### src/hw/rtl/stl_pkg.sv
// shared types, token kinds, character codes and helpers for the script token lexer
`default_nettype none

package stl_pkg;

    // result queue sizing
    localparam int QUEUE_DEPTH = 8;
    localparam int CNT_W       = $clog2(QUEUE_DEPTH + 1);
    localparam int PTR_W       = $clog2(QUEUE_DEPTH);

    // depth-zero number that marks a label
    localparam logic [15:0] LABEL_VALUE = 16'h0090;

    // character codes
    localparam logic [7:0] CH_NUL    = 8'h00;
    localparam logic [7:0] CH_TAB    = 8'h09;
    localparam logic [7:0] CH_LF     = 8'h0A;
    localparam logic [7:0] CH_CR     = 8'h0D;
    localparam logic [7:0] CH_SPACE  = 8'h20;
    localparam logic [7:0] CH_DQUOTE = 8'h22;
    localparam logic [7:0] CH_DOLLAR = 8'h24;
    localparam logic [7:0] CH_SQUOTE = 8'h27;
    localparam logic [7:0] CH_COMMA  = 8'h2C;
    localparam logic [7:0] CH_MINUS  = 8'h2D;
    localparam logic [7:0] CH_DOT    = 8'h2E;
    localparam logic [7:0] CH_ZERO   = 8'h30;
    localparam logic [7:0] CH_NINE   = 8'h39;
    localparam logic [7:0] CH_SEMI   = 8'h3B;
    localparam logic [7:0] CH_LT     = 8'h3C;
    localparam logic [7:0] CH_GT     = 8'h3E;
    localparam logic [7:0] CH_AT     = 8'h40;
    localparam logic [7:0] CH_UC_A   = 8'h41;
    localparam logic [7:0] CH_UC_Z   = 8'h5A;
    localparam logic [7:0] CH_BSLASH = 8'h5C;
    localparam logic [7:0] CH_UNDER  = 8'h5F;
    localparam logic [7:0] CH_LC_A   = 8'h61;
    localparam logic [7:0] CH_LC_Z   = 8'h7A;
    localparam logic [7:0] CH_PIPE   = 8'h7C;
    localparam logic [7:0] CH_TILDE  = 8'h7E;

    // token kinds
    typedef enum logic [3:0] {
        KIND_OPCODE   = 4'd0,
        KIND_LIBCALL  = 4'd1,
        KIND_OPEN     = 4'd2,
        KIND_CLOSE    = 4'd3,
        KIND_PIPE     = 4'd4,
        KIND_COMMA    = 4'd5,
        KIND_SEMI     = 4'd6,
        KIND_VALUE    = 4'd7,
        KIND_STRING   = 4'd8,
        KIND_INT      = 4'd9,
        KIND_INTLIT   = 4'd10,
        KIND_FLOATLIT = 4'd11,
        KIND_EOF      = 4'd12,
        KIND_ERROR    = 4'd13
    } t_kind;

    // one result beat
    typedef struct packed {
        t_kind       kind;
        logic [15:0] start;
        logic [15:0] len;
        logic [15:0] line;
        logic [15:0] col;
        logic        label;
        logic [7:0]  depth;
        logic        last;
    } t_token;

    function automatic logic is_digit(input logic [7:0] c);
        return (c >= CH_ZERO) && (c <= CH_NINE);
    endfunction

    function automatic logic is_space(input logic [7:0] c);
        return (c == CH_SPACE) || ((c >= CH_TAB) && (c <= CH_CR));
    endfunction

    function automatic logic is_alpha(input logic [7:0] c);
        return ((c >= CH_LC_A) && (c <= CH_LC_Z)) || ((c >= CH_UC_A) && (c <= CH_UC_Z));
    endfunction

    function automatic logic is_single(input logic [7:0] c);
        return (c == CH_LT) || (c == CH_GT) || (c == CH_PIPE) || (c == CH_COMMA) ||
               (c == CH_SEMI);
    endfunction

    function automatic logic is_word_char(input logic [7:0] c);
        return (c != CH_NUL) && !is_single(c) && (c != CH_SPACE) && (c != CH_TAB) &&
               (c != CH_CR) && (c != CH_LF) && (c != CH_DQUOTE) && (c != CH_SQUOTE) &&
               (c != CH_AT) && (c != CH_DOLLAR);
    endfunction

    function automatic logic [15:0] sat_inc16(input logic [15:0] v);
        return (&v) ? v : v + 16'd1;
    endfunction

endpackage

`default_nettype wire

### src/hw/rtl/script_token_lexer.sv
// top level of the script token lexer: byte stream in, token beats out
// flow: an accepted byte beat is held in the input register and scanned from there; its
//   tokens are written into the result queue, from whose head they are then taken
// throughput: one byte beat per cycle while o_stall is low; a byte that yields two tokens fills two output beats
// reset: synchronous active-low; scanner back to idle at offset 0, line 1, column 1,
//   result queue emptied; an end beat also returns the scanner to that state
`default_nettype none

module script_token_lexer #(
    parameter int OFFSET_BITS = 16,
    parameter int DEPTH_BITS  = 8
) (
    input  wire logic        i_clk,
    input  wire logic        i_rst_n,
    input  wire logic        i_valid,
    output logic             o_stall,
    input  wire logic [7:0]  i_source_byte,
    input  wire logic        i_end_of_source,
    output logic             o_valid,
    input  wire logic        i_stall,
    output logic [3:0]       o_token_kind,
    output logic [15:0]      o_start_offset,
    output logic [15:0]      o_span_length,
    output logic [15:0]      o_line_number,
    output logic [15:0]      o_column_number,
    output logic             o_labels_seen,
    output logic [7:0]       o_open_depth,
    output logic             o_last_of_run
);

    logic [stl_pkg::CNT_W-1:0] fill;
    logic [1:0]                push;
    stl_pkg::t_token           tok0;
    stl_pkg::t_token           tok1;
    stl_pkg::t_token           head;

    // scanner
    stl_core #(
        .OFFSET_BITS (OFFSET_BITS),
        .DEPTH_BITS  (DEPTH_BITS)
    ) u_core (
        .i_clk           (i_clk),
        .i_rst_n         (i_rst_n),
        .i_valid         (i_valid),
        .o_stall         (o_stall),
        .i_source_byte   (i_source_byte),
        .i_end_of_source (i_end_of_source),
        .i_fill          (fill),
        .o_push          (push),
        .o_tok0          (tok0),
        .o_tok1          (tok1)
    );

    // result queue
    stl_out_fifo u_fifo (
        .i_clk   (i_clk),
        .i_rst_n (i_rst_n),
        .i_push  (push),
        .i_tok0  (tok0),
        .i_tok1  (tok1),
        .o_fill  (fill),
        .o_valid (o_valid),
        .i_stall (i_stall),
        .o_tok   (head)
    );

    // output beat fields
    assign o_token_kind    = head.kind;
    assign o_start_offset  = head.start;
    assign o_span_length   = head.len;
    assign o_line_number   = head.line;
    assign o_column_number = head.col;
    assign o_labels_seen   = head.label;
    assign o_open_depth    = head.depth;
    assign o_last_of_run   = head.last;

endmodule

`default_nettype wire

### src/hw/rtl/stl_core.sv
// input register, scanner state and per-beat token decision for the script token lexer
`default_nettype none

module stl_core #(
    parameter int OFFSET_BITS = 16,
    parameter int DEPTH_BITS  = 8
) (
    input  wire logic                      i_clk,
    input  wire logic                      i_rst_n,
    input  wire logic                      i_valid,
    output logic                           o_stall,
    input  wire logic [7:0]                i_source_byte,
    input  wire logic                      i_end_of_source,
    input  wire logic [stl_pkg::CNT_W-1:0] i_fill,
    output logic [1:0]                     o_push,
    output stl_pkg::t_token                o_tok0,
    output stl_pkg::t_token                o_tok1
);

    localparam int OW = (OFFSET_BITS > 16) ? OFFSET_BITS : 16;
    localparam int DW = (DEPTH_BITS > 8) ? DEPTH_BITS : 8;

    typedef enum logic [3:0] {
        M_IDLE, M_COMMENT, M_MINUS, M_DOLLAR, M_AT, M_NUM, M_FRAC, M_LIB,
        M_INTLIT, M_FLT, M_FLTFRAC, M_IDENT, M_STRING, M_ESCAPE
    } t_mode;

    typedef struct packed {
        logic [OFFSET_BITS-1:0] off;
        logic [15:0]            line;
        logic [15:0]            col;
    } t_pos;

    // step the position past one byte, all fields saturating
    function automatic t_pos pos_advance(input t_pos p, input logic [7:0] c);
        t_pos q;
        q = p;
        q.off = (&p.off) ? p.off : p.off + 1'b1;
        if (c == stl_pkg::CH_LF) begin
            q.line = stl_pkg::sat_inc16(p.line);
            q.col  = 16'd1;
        end else begin
            q.col = stl_pkg::sat_inc16(p.col);
        end
        return q;
    endfunction

    function automatic logic [15:0] sat_off(input logic [OFFSET_BITS-1:0] v);
        logic [OW-1:0] w;
        w = OW'(v);
        return (w > OW'(16'hFFFF)) ? 16'hFFFF : w[15:0];
    endfunction

    function automatic logic [7:0] sat_depth(input logic [DEPTH_BITS-1:0] v);
        logic [DW-1:0] w;
        w = DW'(v);
        return (w > DW'(8'hFF)) ? 8'hFF : w[7:0];
    endfunction

    function automatic stl_pkg::t_token make_token(
        input stl_pkg::t_kind          kind,
        input logic [OFFSET_BITS-1:0]  start,
        input logic [OFFSET_BITS-1:0]  len,
        input logic [15:0]             line,
        input logic [15:0]             col,
        input logic                    label,
        input logic [DEPTH_BITS-1:0]   depth
    );
        stl_pkg::t_token t;
        t.kind  = kind;
        t.start = sat_off(start);
        t.len   = sat_off(len);
        t.line  = line;
        t.col   = col;
        t.label = label;
        t.depth = sat_depth(depth);
        t.last  = 1'b0;
        return t;
    endfunction

    // input register
    logic       r_in_valid;
    logic [7:0] r_byte;
    logic       r_end;

    // scanner state
    t_mode                  r_mode, n_mode;
    t_pos                   r_pos, n_pos;
    logic [OFFSET_BITS-1:0] r_start, n_start;
    logic [15:0]            r_tline, n_tline;
    logic [15:0]            r_tcol, n_tcol;
    logic [DEPTH_BITS-1:0]  r_depth, n_depth;
    stl_pkg::t_kind         r_prev, n_prev;
    logic                   r_has_prev, n_has_prev;
    logic [15:0]            r_num, n_num;
    logic                   r_neg, n_neg;
    logic                   r_quote, n_quote;
    logic                   r_label, n_label;

    // token requests of the two phases
    logic                   e1_v, e2_v;
    stl_pkg::t_kind         e1_kind, e2_kind;
    logic [OFFSET_BITS-1:0] e1_start, e2_start, e1_len, e2_len;
    logic [15:0]            e1_line, e2_line, e1_col, e2_col;
    stl_pkg::t_token        tok_a, tok_b;
    logic [1:0]             push;

    // byte decision: current mode first, then a fresh scan from idle when needed
    always_comb begin
        logic [7:0]     c;
        logic           do_idle;
        logic           adv1;
        logic           num_done;
        logic [19:0]    nx;
        stl_pkg::t_kind sk;

        c          = r_byte;
        do_idle    = 1'b0;
        adv1       = 1'b0;
        num_done   = 1'b0;
        nx         = '0;
        sk         = stl_pkg::KIND_SEMI;
        n_mode     = r_mode;
        n_pos      = r_pos;
        n_start    = r_start;
        n_tline    = r_tline;
        n_tcol     = r_tcol;
        n_depth    = r_depth;
        n_prev     = r_prev;
        n_has_prev = r_has_prev;
        n_num      = r_num;
        n_neg      = r_neg;
        n_quote    = r_quote;
        n_label    = r_label;
        e1_v       = 1'b0;
        e1_kind    = stl_pkg::KIND_ERROR;
        e1_start   = r_start;
        e1_len     = r_pos.off - r_start;
        e1_line    = r_tline;
        e1_col     = r_tcol;
        e2_v       = 1'b0;
        e2_kind    = stl_pkg::KIND_ERROR;
        e2_start   = r_start;
        e2_len     = OFFSET_BITS'(1);
        e2_line    = r_pos.line;
        e2_col     = r_pos.col;

        // phase one: finish or continue the token in progress
        if (r_end) begin
            unique case (r_mode)
                M_MINUS, M_DOLLAR, M_AT: begin
                    e1_v    = 1'b1;
                    e1_len  = OFFSET_BITS'(1);
                    e1_line = r_pos.line;
                    e1_col  = r_pos.col;
                end
                M_NUM: begin
                    num_done = 1'b1;
                    e1_v     = 1'b1;
                    e1_kind  = (r_depth != '0) ? stl_pkg::KIND_INT : stl_pkg::KIND_OPCODE;
                end
                M_FRAC, M_IDENT: begin
                    e1_v    = 1'b1;
                    e1_kind = stl_pkg::KIND_VALUE;
                end
                M_LIB: begin
                    e1_v    = 1'b1;
                    e1_kind = stl_pkg::KIND_LIBCALL;
                end
                M_INTLIT: begin
                    e1_v    = 1'b1;
                    e1_kind = stl_pkg::KIND_INTLIT;
                end
                M_FLT, M_FLTFRAC: begin
                    e1_v    = 1'b1;
                    e1_kind = stl_pkg::KIND_FLOATLIT;
                end
                M_STRING, M_ESCAPE: begin
                    e1_v    = 1'b1;
                    e1_kind = stl_pkg::KIND_STRING;
                end
                M_IDLE, M_COMMENT: begin
                    e1_v = 1'b0;
                end
                default: begin
                    e1_v = 1'b0;
                end
            endcase
        end else begin
            unique case (r_mode)
                M_COMMENT: begin
                    if (c == stl_pkg::CH_LF) do_idle = 1'b1;
                    else adv1 = 1'b1;
                end
                M_MINUS: begin
                    if (c == stl_pkg::CH_MINUS) begin
                        adv1   = 1'b1;
                        n_mode = M_COMMENT;
                    end else if (stl_pkg::is_digit(c)) begin
                        n_neg  = 1'b1;
                        n_num  = {12'd0, c[3:0]};
                        adv1   = 1'b1;
                        n_mode = M_NUM;
                    end else begin
                        e1_v    = 1'b1;
                        e1_len  = OFFSET_BITS'(1);
                        e1_line = r_pos.line;
                        e1_col  = r_pos.col;
                        do_idle = 1'b1;
                    end
                end
                M_DOLLAR, M_AT: begin
                    if (stl_pkg::is_digit(c)) begin
                        adv1   = 1'b1;
                        n_mode = (r_mode == M_DOLLAR) ? M_INTLIT : M_FLT;
                    end else begin
                        e1_v    = 1'b1;
                        e1_len  = OFFSET_BITS'(1);
                        e1_line = r_pos.line;
                        e1_col  = r_pos.col;
                        do_idle = 1'b1;
                    end
                end
                M_NUM: begin
                    if (stl_pkg::is_digit(c)) begin
                        nx    = ({4'd0, r_num} << 3) + ({4'd0, r_num} << 1) + {16'd0, c[3:0]};
                        n_num = (nx > 20'h0FFFF) ? 16'hFFFF : nx[15:0];
                        adv1  = 1'b1;
                    end else begin
                        num_done = 1'b1;
                        if (c == stl_pkg::CH_DOT) begin
                            adv1   = 1'b1;
                            n_mode = M_FRAC;
                        end else if (c == stl_pkg::CH_TILDE) begin
                            adv1   = 1'b1;
                            n_mode = M_LIB;
                        end else begin
                            e1_v    = 1'b1;
                            e1_kind = ((r_depth != '0) && (c != stl_pkg::CH_LT)) ?
                                      stl_pkg::KIND_INT : stl_pkg::KIND_OPCODE;
                            do_idle = 1'b1;
                        end
                    end
                end
                M_FRAC, M_INTLIT, M_FLTFRAC: begin
                    if (stl_pkg::is_digit(c)) begin
                        adv1 = 1'b1;
                    end else begin
                        e1_v    = 1'b1;
                        e1_kind = (r_mode == M_FRAC)   ? stl_pkg::KIND_VALUE  :
                                  (r_mode == M_INTLIT) ? stl_pkg::KIND_INTLIT :
                                                         stl_pkg::KIND_FLOATLIT;
                        do_idle = 1'b1;
                    end
                end
                M_FLT: begin
                    if (stl_pkg::is_digit(c)) begin
                        adv1 = 1'b1;
                    end else if (c == stl_pkg::CH_DOT) begin
                        adv1   = 1'b1;
                        n_mode = M_FLTFRAC;
                    end else begin
                        e1_v    = 1'b1;
                        e1_kind = stl_pkg::KIND_FLOATLIT;
                        do_idle = 1'b1;
                    end
                end
                M_LIB, M_IDENT: begin
                    if (stl_pkg::is_word_char(c)) begin
                        adv1 = 1'b1;
                    end else begin
                        e1_v    = 1'b1;
                        e1_kind = (r_mode == M_LIB) ? stl_pkg::KIND_LIBCALL : stl_pkg::KIND_VALUE;
                        do_idle = 1'b1;
                    end
                end
                M_STRING: begin
                    adv1 = 1'b1;
                    if (c == (r_quote ? stl_pkg::CH_SQUOTE : stl_pkg::CH_DQUOTE)) begin
                        e1_v    = 1'b1;
                        e1_kind = stl_pkg::KIND_STRING;
                        n_mode  = M_IDLE;
                    end else if (c == stl_pkg::CH_BSLASH) begin
                        n_mode = M_ESCAPE;
                    end
                end
                M_ESCAPE: begin
                    adv1   = 1'b1;
                    n_mode = M_STRING;
                end
                M_IDLE: begin
                    do_idle = 1'b1;
                end
                default: begin
                    do_idle = 1'b1;
                end
            endcase
        end

        // label check happens before the number token goes out
        if (num_done && (r_depth == '0) && !r_neg && (r_num == stl_pkg::LABEL_VALUE)) begin
            n_label = 1'b1;
        end
        if (adv1) n_pos = pos_advance(n_pos, c);
        if (e1_v) begin
            n_prev     = e1_kind;
            n_has_prev = 1'b1;
        end
        tok_a = make_token(e1_kind, e1_start, e1_len, e1_line, e1_col, n_label, n_depth);

        // phase two: end-of-source token, or a fresh scan of this byte
        if (r_end) begin
            e2_v     = 1'b1;
            e2_kind  = stl_pkg::KIND_EOF;
            e2_start = n_pos.off;
            e2_len   = '0;
            e2_line  = n_pos.line;
            e2_col   = n_pos.col;
        end else if (do_idle) begin
            n_mode = M_IDLE;
            if (stl_pkg::is_space(c)) begin
                n_pos = pos_advance(n_pos, c);
            end else begin
                n_start = n_pos.off;
                n_tline = n_pos.line;
                n_tcol  = n_pos.col;
                n_pos   = pos_advance(n_pos, c);
                e2_start = n_start;
                e2_line  = n_pos.line;
                e2_col   = n_pos.col;
                if (c == stl_pkg::CH_MINUS) begin
                    n_mode = M_MINUS;
                end else if (stl_pkg::is_single(c)) begin
                    if (c == stl_pkg::CH_LT) sk = stl_pkg::KIND_OPEN;
                    else if (c == stl_pkg::CH_GT) sk = stl_pkg::KIND_CLOSE;
                    else if (c == stl_pkg::CH_PIPE) sk = stl_pkg::KIND_PIPE;
                    else if (c == stl_pkg::CH_COMMA) sk = stl_pkg::KIND_COMMA;
                    else sk = stl_pkg::KIND_SEMI;
                    e2_v = 1'b1;
                    if (((sk == stl_pkg::KIND_COMMA) || (sk == stl_pkg::KIND_CLOSE)) &&
                        n_has_prev &&
                        ((n_prev == stl_pkg::KIND_COMMA) || (n_prev == stl_pkg::KIND_OPEN))) begin
                        e2_kind = stl_pkg::KIND_ERROR;
                    end else if ((sk == stl_pkg::KIND_CLOSE) && (n_depth == '0)) begin
                        e2_kind = stl_pkg::KIND_ERROR;
                    end else begin
                        if ((sk == stl_pkg::KIND_OPEN) && !(&n_depth)) n_depth = n_depth + 1'b1;
                        if (sk == stl_pkg::KIND_CLOSE) n_depth = n_depth - 1'b1;
                        e2_kind = sk;
                        e2_line = n_tline;
                        e2_col  = n_tcol;
                    end
                end else if (stl_pkg::is_digit(c)) begin
                    n_neg  = 1'b0;
                    n_num  = {12'd0, c[3:0]};
                    n_mode = M_NUM;
                end else if ((c == stl_pkg::CH_DQUOTE) || (c == stl_pkg::CH_SQUOTE)) begin
                    // string span starts after the quote
                    n_quote = (c == stl_pkg::CH_SQUOTE);
                    n_start = n_pos.off;
                    n_tline = n_pos.line;
                    n_tcol  = n_pos.col;
                    n_mode  = M_STRING;
                end else if (c == stl_pkg::CH_DOLLAR) begin
                    n_mode = M_DOLLAR;
                end else if (c == stl_pkg::CH_AT) begin
                    n_mode = M_AT;
                end else if (stl_pkg::is_alpha(c) || (c == stl_pkg::CH_UNDER)) begin
                    n_mode = M_IDENT;
                end else begin
                    e2_v    = 1'b1;
                    e2_kind = stl_pkg::KIND_ERROR;
                end
            end
        end
        if (e2_v) begin
            n_prev     = e2_kind;
            n_has_prev = 1'b1;
        end
        tok_b = make_token(e2_kind, e2_start, e2_len, e2_line, e2_col, n_label, n_depth);

        // everything returns to reset once the end token is out
        if (r_end) begin
            n_mode     = M_IDLE;
            n_pos.off  = '0;
            n_pos.line = 16'd1;
            n_pos.col  = 16'd1;
            n_start    = '0;
            n_tline    = 16'd1;
            n_tcol     = 16'd1;
            n_depth    = '0;
            n_prev     = stl_pkg::KIND_OPCODE;
            n_has_prev = 1'b0;
            n_num      = '0;
            n_neg      = 1'b0;
            n_quote    = 1'b0;
            n_label    = 1'b0;
        end
    end

    // pack the beats for the result queue
    always_comb begin
        push = r_in_valid ? ({1'b0, e1_v} + {1'b0, e2_v}) : 2'd0;
        if (e1_v) begin
            o_tok0      = tok_a;
            o_tok0.last = !e2_v;
        end else begin
            o_tok0      = tok_b;
            o_tok0.last = 1'b1;
        end
        o_tok1      = tok_b;
        o_tok1.last = 1'b1;
    end

    assign o_push  = push;
    // room for this beat's results plus two more from the next one
    assign o_stall = ({1'b0, i_fill} + (stl_pkg::CNT_W + 1)'(push)) >
                     (stl_pkg::CNT_W + 1)'(stl_pkg::QUEUE_DEPTH - 2);

    // input register payload
    always_ff @(posedge i_clk) begin
        if (i_valid && !o_stall) begin
            r_byte <= i_source_byte;
            r_end  <= i_end_of_source;
        end
    end

    // control and scanner state
    always_ff @(posedge i_clk) begin
        if (!i_rst_n) begin
            r_in_valid <= 1'b0;
            r_mode     <= M_IDLE;
            r_pos.off  <= '0;
            r_pos.line <= 16'd1;
            r_pos.col  <= 16'd1;
            r_start    <= '0;
            r_tline    <= 16'd1;
            r_tcol     <= 16'd1;
            r_depth    <= '0;
            r_prev     <= stl_pkg::KIND_OPCODE;
            r_has_prev <= 1'b0;
            r_num      <= '0;
            r_neg      <= 1'b0;
            r_quote    <= 1'b0;
            r_label    <= 1'b0;
        end else begin
            r_in_valid <= i_valid && !o_stall;
            if (r_in_valid) begin
                r_mode     <= n_mode;
                r_pos      <= n_pos;
                r_start    <= n_start;
                r_tline    <= n_tline;
                r_tcol     <= n_tcol;
                r_depth    <= n_depth;
                r_prev     <= n_prev;
                r_has_prev <= n_has_prev;
                r_num      <= n_num;
                r_neg      <= n_neg;
                r_quote    <= n_quote;
                r_label    <= n_label;
            end
        end
    end

    // an end beat leaves the scanner in its reset state
    a_end_clears: assert property (@(posedge i_clk) disable iff (!i_rst_n)
        (r_in_valid && r_end) |=> (r_mode == M_IDLE && r_pos.off == '0 && r_depth == '0))
        else $error("scanner state not cleared after end beat");

    // line and column counters never reach zero
    a_pos_nonzero: assert property (@(posedge i_clk) disable iff (!i_rst_n)
        (r_pos.line != 16'd0) && (r_pos.col != 16'd0) && (r_tline != 16'd0))
        else $error("line or column counter reached zero");

    // a processed beat always fits in the result queue
    a_queue_room: assert property (@(posedge i_clk) disable iff (!i_rst_n)
        r_in_valid |-> (({1'b0, i_fill} + (stl_pkg::CNT_W + 1)'(push)) <=
                        (stl_pkg::CNT_W + 1)'(stl_pkg::QUEUE_DEPTH)))
        else $error("result queue overflow");

endmodule

`default_nettype wire

### src/hw/rtl/stl_out_fifo.sv
// result queue of the script token lexer: takes up to two tokens a cycle, hands out one unless stalled
`default_nettype none

module stl_out_fifo (
    input  wire logic                      i_clk,
    input  wire logic                      i_rst_n,
    input  wire logic [1:0]                i_push,
    input  wire stl_pkg::t_token           i_tok0,
    input  wire stl_pkg::t_token           i_tok1,
    output logic [stl_pkg::CNT_W-1:0]      o_fill,
    output logic                           o_valid,
    input  wire logic                      i_stall,
    output stl_pkg::t_token                o_tok
);

    stl_pkg::t_token             r_mem [stl_pkg::QUEUE_DEPTH];
    logic [stl_pkg::PTR_W-1:0]   r_wr_ptr;
    logic [stl_pkg::PTR_W-1:0]   r_rd_ptr;
    logic [stl_pkg::CNT_W-1:0]   r_count;
    logic                        pop;

    assign o_valid = (r_count != '0);
    assign pop     = o_valid && !i_stall;
    assign o_tok   = r_mem[r_rd_ptr];
    assign o_fill  = r_count;

    // token storage
    always_ff @(posedge i_clk) begin
        if (i_push != 2'd0) r_mem[r_wr_ptr] <= i_tok0;
        if (i_push == 2'd2) r_mem[r_wr_ptr + 1'b1] <= i_tok1;
    end

    // pointers and fill count
    always_ff @(posedge i_clk) begin
        if (!i_rst_n) begin
            r_wr_ptr <= '0;
            r_rd_ptr <= '0;
            r_count  <= '0;
        end else begin
            r_wr_ptr <= r_wr_ptr + stl_pkg::PTR_W'(i_push);
            r_rd_ptr <= r_rd_ptr + stl_pkg::PTR_W'(pop);
            r_count  <= r_count + stl_pkg::CNT_W'(i_push) - stl_pkg::CNT_W'(pop);
        end
    end

    // fill count stays within the queue
    a_fill_bound: assert property (@(posedge i_clk) disable iff (!i_rst_n)
        r_count <= stl_pkg::CNT_W'(stl_pkg::QUEUE_DEPTH))
        else $error("result queue fill count out of range");

    // a push with no pop grows the fill count
    a_fill_grows: assert property (@(posedge i_clk) disable iff (!i_rst_n)
        (i_push != 2'd0 && !pop) |=> (r_count > $past(r_count)))
        else $error("result queue fill count did not grow on push");

endmodule

`default_nettype wire
### config.mk
export PLATFORM = sky130hd
export DESIGN_NAME = script_token_lexer
export DESIGN_NICKNAME = d
export VERILOG_FILES = /design/src/hw/rtl/stl_pkg.sv /design/src/hw/rtl/script_token_lexer.sv /design/src/hw/rtl/stl_core.sv /design/src/hw/rtl/stl_out_fifo.sv
export SDC_FILE = /design/constraint.sdc
export NUM_CORES = 2
export LEC_CHECK = 0
export ABC_AREA = 1
export BUFFER_PORTS_ARGS = -buffer_cell sky130_fd_sc_hd__buf_2
export CAP_MARGIN = 20
export CORE_MARGIN = 2
export CORE_UTILIZATION = 44
export CTS_CLUSTER_DIAMETER = 100
export DETAILED_ROUTE_END_ITERATION = 7
export PLACE_DENSITY_LB_ADDON = 0.1
export SLEW_MARGIN = 20
export SYNTH_ARGS = -nofsm -noshare
export SYNTH_HDL_FRONTEND = slang
export SYNTH_SLANG_ARGS = --single-unit
### constraint.sdc
create_clock -name i_clk -period 11.85 [get_ports i_clk]
set_input_delay 1.185 -clock i_clk [delete_from_list [all_inputs] [get_ports i_clk]]
set_output_delay 1.185 -clock i_clk [all_outputs]
set_load 0.005 [all_outputs]
==> results.yml <==
worst_setup_path:
  critical_path.most_common_cell: "sky130_fd_sc_hd__nand2_1"
  critical_path.max_stage_delay_ns: 0.72
  cp.required_ns: 10.67
  timing.rr.start: "u_core.r_byte[3]$_DFFE_PP_"
  reg2regPathDepth: 17
  worstSetupStartpointType: "flip-flop"
  timing.critical_path.fanout_max: 43
  crit_buf_inv: 3
  crit_arrival_ns: 5.83
  critical_path_depth: 16
  crit_path_end_kind: "output pin"
  worst_path_cell_chain: "o21ai_1 -> nand2_2 -> inv_2 -> nand2_1 -> nand2_1 -> nor2_4 -> nand4_2 -> o21ai_0 -> ha_1 -> nand2_1 -> inv_1 -> ha_1 -> fa_1 -> xnor2_1 -> o2111ai_1 -> buf_2"
  critical_path.startpoint: "u_core.r_byte[3]$_DFFE_PP_"
  critical-path-slowest-cell: "sky130_fd_sc_hd__o21ai_0"
  worstSetupPathType: "reg2out"
  critPathTopFamily: "compound AO/OA/AOI/OAI gates"
die:
  dieWidth_um: 324
  initial_core_util_pct: 44.3
  floorplan_die_height_um: 324
  floorplan.die_area_sq_um: 105000
  boundaryPins: 93
  std_cell_rows: 117
  placeableCoreArea_sq_um: 102000
timing:
  max_slew_violation_total_from_the_final_report: 0
  timing.max_slew.rel_slack_pct: 20.3
  fin_setup_tns_ns: 0
  timing_worst_slew_pin_value_ns: 1.19
  final_min_period_over_clock_period_pct: 59.2
  finalSetupViolCount: 0
  unrepaired_setup_endpoints_after_global_routing: "false"
  final_period_minus_worst_setup_slack_ns: 7.01
  fin_skew_ns: 0.0601
  fmaxAchievable_ghz: 0.143
  finalHoldViolations: 0
layout:
  final_net_count: 5724
  area_delta_synth_final_pct: 9.50
  final_core_utilization_pct: 48.5
  num-fill-cells: 10227
  total_inserted_antenna_cells: 0
  layout-drive-gt1-share_pct: 9.28
  finalNonFillerCells: 7082
placement:
  hpwl_mm: 104
  placed_cells: 6912
  numPortBuffers: 92
  place.gp.congestion: 0.946
cts:
  clock_tree_from_tritoncts: "yes"
  clkLatencyLatePin_ns: 0.71
  cts_inserted_buffers: 90
  clock-root-buffer: "sky130_fd_sc_hd__clkbuf_16"
  cts.clk_slew.worst_paths_ns: 0.06
  cts_repair_resize_count: 0
  ctsLongestPathBuffers: 3
  hold_buffers: 0
  postCtsSetupRepairBufs: 0
  ctsHtreeMaxLevel: 3
  clock_sink_count: 776
route:
  route.antenna.remaining_nets: 0
  first_pass_iters: 7
  drt_iter0_drc: 5349
  drt-wirelength-per-cell_um: 23.7
  vias: 42861
  drt-total-wl_mm: 168
  route.detailed.vias_per_inst: 6.05
  drt_drc_violations_left: 0
pwr:
  power_density_nw_per_um2: 187
  leak_pwr_nw: 18.7
  total_power_draw_mw: 9.22
  worst_ir_drop_vdd_v: 0.000154
logic_synthesis:
  postSynthRegisterBits: 776
  syn_area_sq_um: 45000
  synth_edf_count: 505
  postSynth.topFlopCell: "sky130_fd_sc_hd__edfxtp_1"
  synthesis.instances: 5778
  yosysSeqAreaShare_pct: 45.8
  yosysTopAreaCellShare_pct: 33.7
  synthesis.area_per_instance_sq_um: 7.79
  synth.top_cells.by_area: "sky130_fd_sc_hd__edfxtp_1 (34%), sky130_fd_sc_hd__dfxtp_1 (12%), sky130_fd_sc_hd__nand2_1 (9.5%)"
  synth.distinct_cells: 65
  netlist.top_cell.by_area: "sky130_fd_sc_hd__edfxtp_1"
  post_synth_arst_share_pct: 0
  synthesis.yosys.warnings: 0
  synth_fp_nets: 5865
flow_run:
  timing.max_cap.violations: 0
run_status:
  outcome: "completed"
global_route:
  grt_antenna_before_repair: 0
  grt_overflow: 0
  grt_first_pass_wirelength_mm: 252
  grt_max_degree: 162
  first_global_vias: 39322
  grt_usage_pct: 31.4
min_path:
  hold_depth: 2
  worst_hold_path_type: "reg2reg"
  worst_hold_startpoint: "u_fifo.r_mem[7][50]$_SDFFE_PP0P_"
## kinds of logic (layout without fill, tap and decap cells)
| group | count (synthesis) | in the layout | share of synthesized area [%] |
|---|---|---|---|
| xor+xnor | 80 | 80 | 1.57 |
| fa+ha+maj | 74 | 74 | 2.16 |
| flops | 776 | 776 | 45.8 |
| buf+inv | 808 | 744 | 6.99 |
| compound gates | 1668 | 1668 | 21.1 |
| simple gates | 2372 | 2372 | 22.4 |
## final timing paths
path / to / slack [ns]
max: o_stall / 4.84
min: u_fifo.r_mem[7][50]$_SDFFE_PP0P_ / 0.45
max reg2reg: u_fifo.r_mem[3][30]$_DFFE_PP_ / 5.07
min reg2reg: u_fifo.r_mem[7][50]$_SDFFE_PP0P_ / 0.45
## cell type report
class	count	area [sq um]	share of cell area [%]
clock buffers	129	2490	5.05
clock inverters	40	474	0.962
inverters	408	1570	3.19
multi-input cells	4194	21400	43.4
flip-flops and latches	776	20600	41.8
well taps	1368	1710	3.47
repair buffers	167	1060	2.14
## cell usage after synthesis (6+ instances only)
| library cell | instances |
|---|---|
| sky130_fd_sc_hd__nand2_1 | 1133 |
| sky130_fd_sc_hd__nor2_1 | 685 |
| sky130_fd_sc_hd__o21ai_0 | 602 |
| sky130_fd_sc_hd__edfxtp_1 | 505 |
| sky130_fd_sc_hd__o22ai_1 | 469 |
| sky130_fd_sc_hd__inv_1 | 361 |
| sky130_fd_sc_hd__clkbuf_1 | 350 |
| sky130_fd_sc_hd__nand3_1 | 337 |
| sky130_fd_sc_hd__a21oi_1 | 278 |
| sky130_fd_sc_hd__dfxtp_1 | 271 |
| sky130_fd_sc_hd__a31oi_1 | 113 |
| sky130_fd_sc_hd__o21ai_1 | 78 |
| sky130_fd_sc_hd__ha_1 | 68 |
| sky130_fd_sc_hd__xor2_1 | 66 |
| sky130_fd_sc_hd__nor3_1 | 48 |
| sky130_fd_sc_hd__nand4_1 | 38 |
| sky130_fd_sc_hd__nand2_2 | 34 |
| sky130_fd_sc_hd__inv_2 | 32 |
| sky130_fd_sc_hd__o21ai_2 | 25 |
| sky130_fd_sc_hd__nor2_2 | 24 |
| sky130_fd_sc_hd__a22oi_1 | 23 |
| sky130_fd_sc_hd__buf_1 | 21 |
| sky130_fd_sc_hd__nand3_2 | 17 |
| sky130_fd_sc_hd__buf_2 | 16 |
| sky130_fd_sc_hd__clkinv_1 | 14 |
| sky130_fd_sc_hd__xnor2_1 | 13 |
| sky130_fd_sc_hd__or2_2 | 12 |
| sky130_fd_sc_hd__buf_6 | 11 |
| sky130_fd_sc_hd__nand4_2 | 11 |
| sky130_fd_sc_hd__o211ai_1 | 11 |
| sky130_fd_sc_hd__o311ai_0 | 11 |
| sky130_fd_sc_hd__o2111ai_1 | 10 |
| sky130_fd_sc_hd__a211oi_1 | 8 |
| sky130_fd_sc_hd__o21bai_1 | 8 |
| sky130_fd_sc_hd__o311ai_1 | 8 |
| sky130_fd_sc_hd__nor4_1 | 7 |
| sky130_fd_sc_hd__fa_1 | 6 |
## worst register-to-register path, stage by stage, from the launching register on
cell	delay [ns]
sky130_fd_sc_hd__edfxtp_1	0.56
sky130_fd_sc_hd__o21ai_1	0.16
sky130_fd_sc_hd__nand2_2	0.64
sky130_fd_sc_hd__inv_2	0.35
sky130_fd_sc_hd__nand2_1	0.15
sky130_fd_sc_hd__nand2_1	0.09
sky130_fd_sc_hd__nor2_4	0.16
sky130_fd_sc_hd__nand4_2	0.18
sky130_fd_sc_hd__o21ai_0	0.72
sky130_fd_sc_hd__ha_1	0.56
sky130_fd_sc_hd__nand2_1	0.25
sky130_fd_sc_hd__nor2_1	0.15
sky130_fd_sc_hd__inv_1	0.06
sky130_fd_sc_hd__nor2_1	0.08
sky130_fd_sc_hd__inv_1	0.10
sky130_fd_sc_hd__nor2_2	0.77
sky130_fd_sc_hd__clkinv_2	1.08
sky130_fd_sc_hd__o22ai_1	0.53
## registers in the layout, indices dropped and copies added (netlist names), 8 cells and up
register / count
u_core.r_tcol: 16
u_core.r_num: 16
u_core.r_tline: 16
u_fifo.r_mem: 624
u_core.r_depth: 8
u_core.r_byte: 8
u_core.r_pos: 48
u_core.e1_start: 16
## through the flow
step	hold WS [ns]	setup WS [ns]	cell area (sq um)
after floorplan	0.423	6.12	45000
after global placement	0.433	5.29	46300
after detailed placement	0.440	5.11	46300
after CTS	0.455	4.87	49200
after global routing	0.474	4.45	49300
final	0.451	4.84	49300
## routing by layer
metal	share of wire, %	GRT usage (%)	vias up
met3	8.8	4.80	282
met2	44	48.0	2055
met5	0	0	-
met1	44	45.7	20567
li1	-	-	19957
met4	2.8	9.64	0
## placed cells by master (no fill, tap or decap), drive strengths merged, types with 7 or more instances in the layout
cell / Yosys / final
clkinv: 14 / 45
clkbuf: 350 / 129
o2111ai: 10 / 10
xnor2: 13 / 13
nand2: 1172 / 1172
nand3: 356 / 356
o22ai: 469 / 469
a21oi: 282 / 282
o311ai: 19 / 19
buf: 50 / 167
edfxtp: 505 / 505
or2: 13 / 13
a22oi: 23 / 23
a31oi: 113 / 113
o211ai: 11 / 11
nand4: 51 / 51
nor2: 714 / 714
o21ai: 705 / 705
o21bai: 8 / 8
nor3: 50 / 50
ha: 68 / 68
inv: 394 / 396
nor4: 7 / 7
xor2: 67 / 67
a211oi: 8 / 8
dfxtp: 271 / 271
## report_power, final
| part | internal, mW | total, mW | switching (mW) |
|---|---|---|---|
| Sequential | 3.09 | 3.26 | 0.173 |
| Combinational | 0.858 | 3.13 | 2.27 |
| Clock | 1.61 | 2.83 | 1.22 |
| Total | 5.56 | 9.22 | 3.67 |
Power figures use the tool's default switching activity.
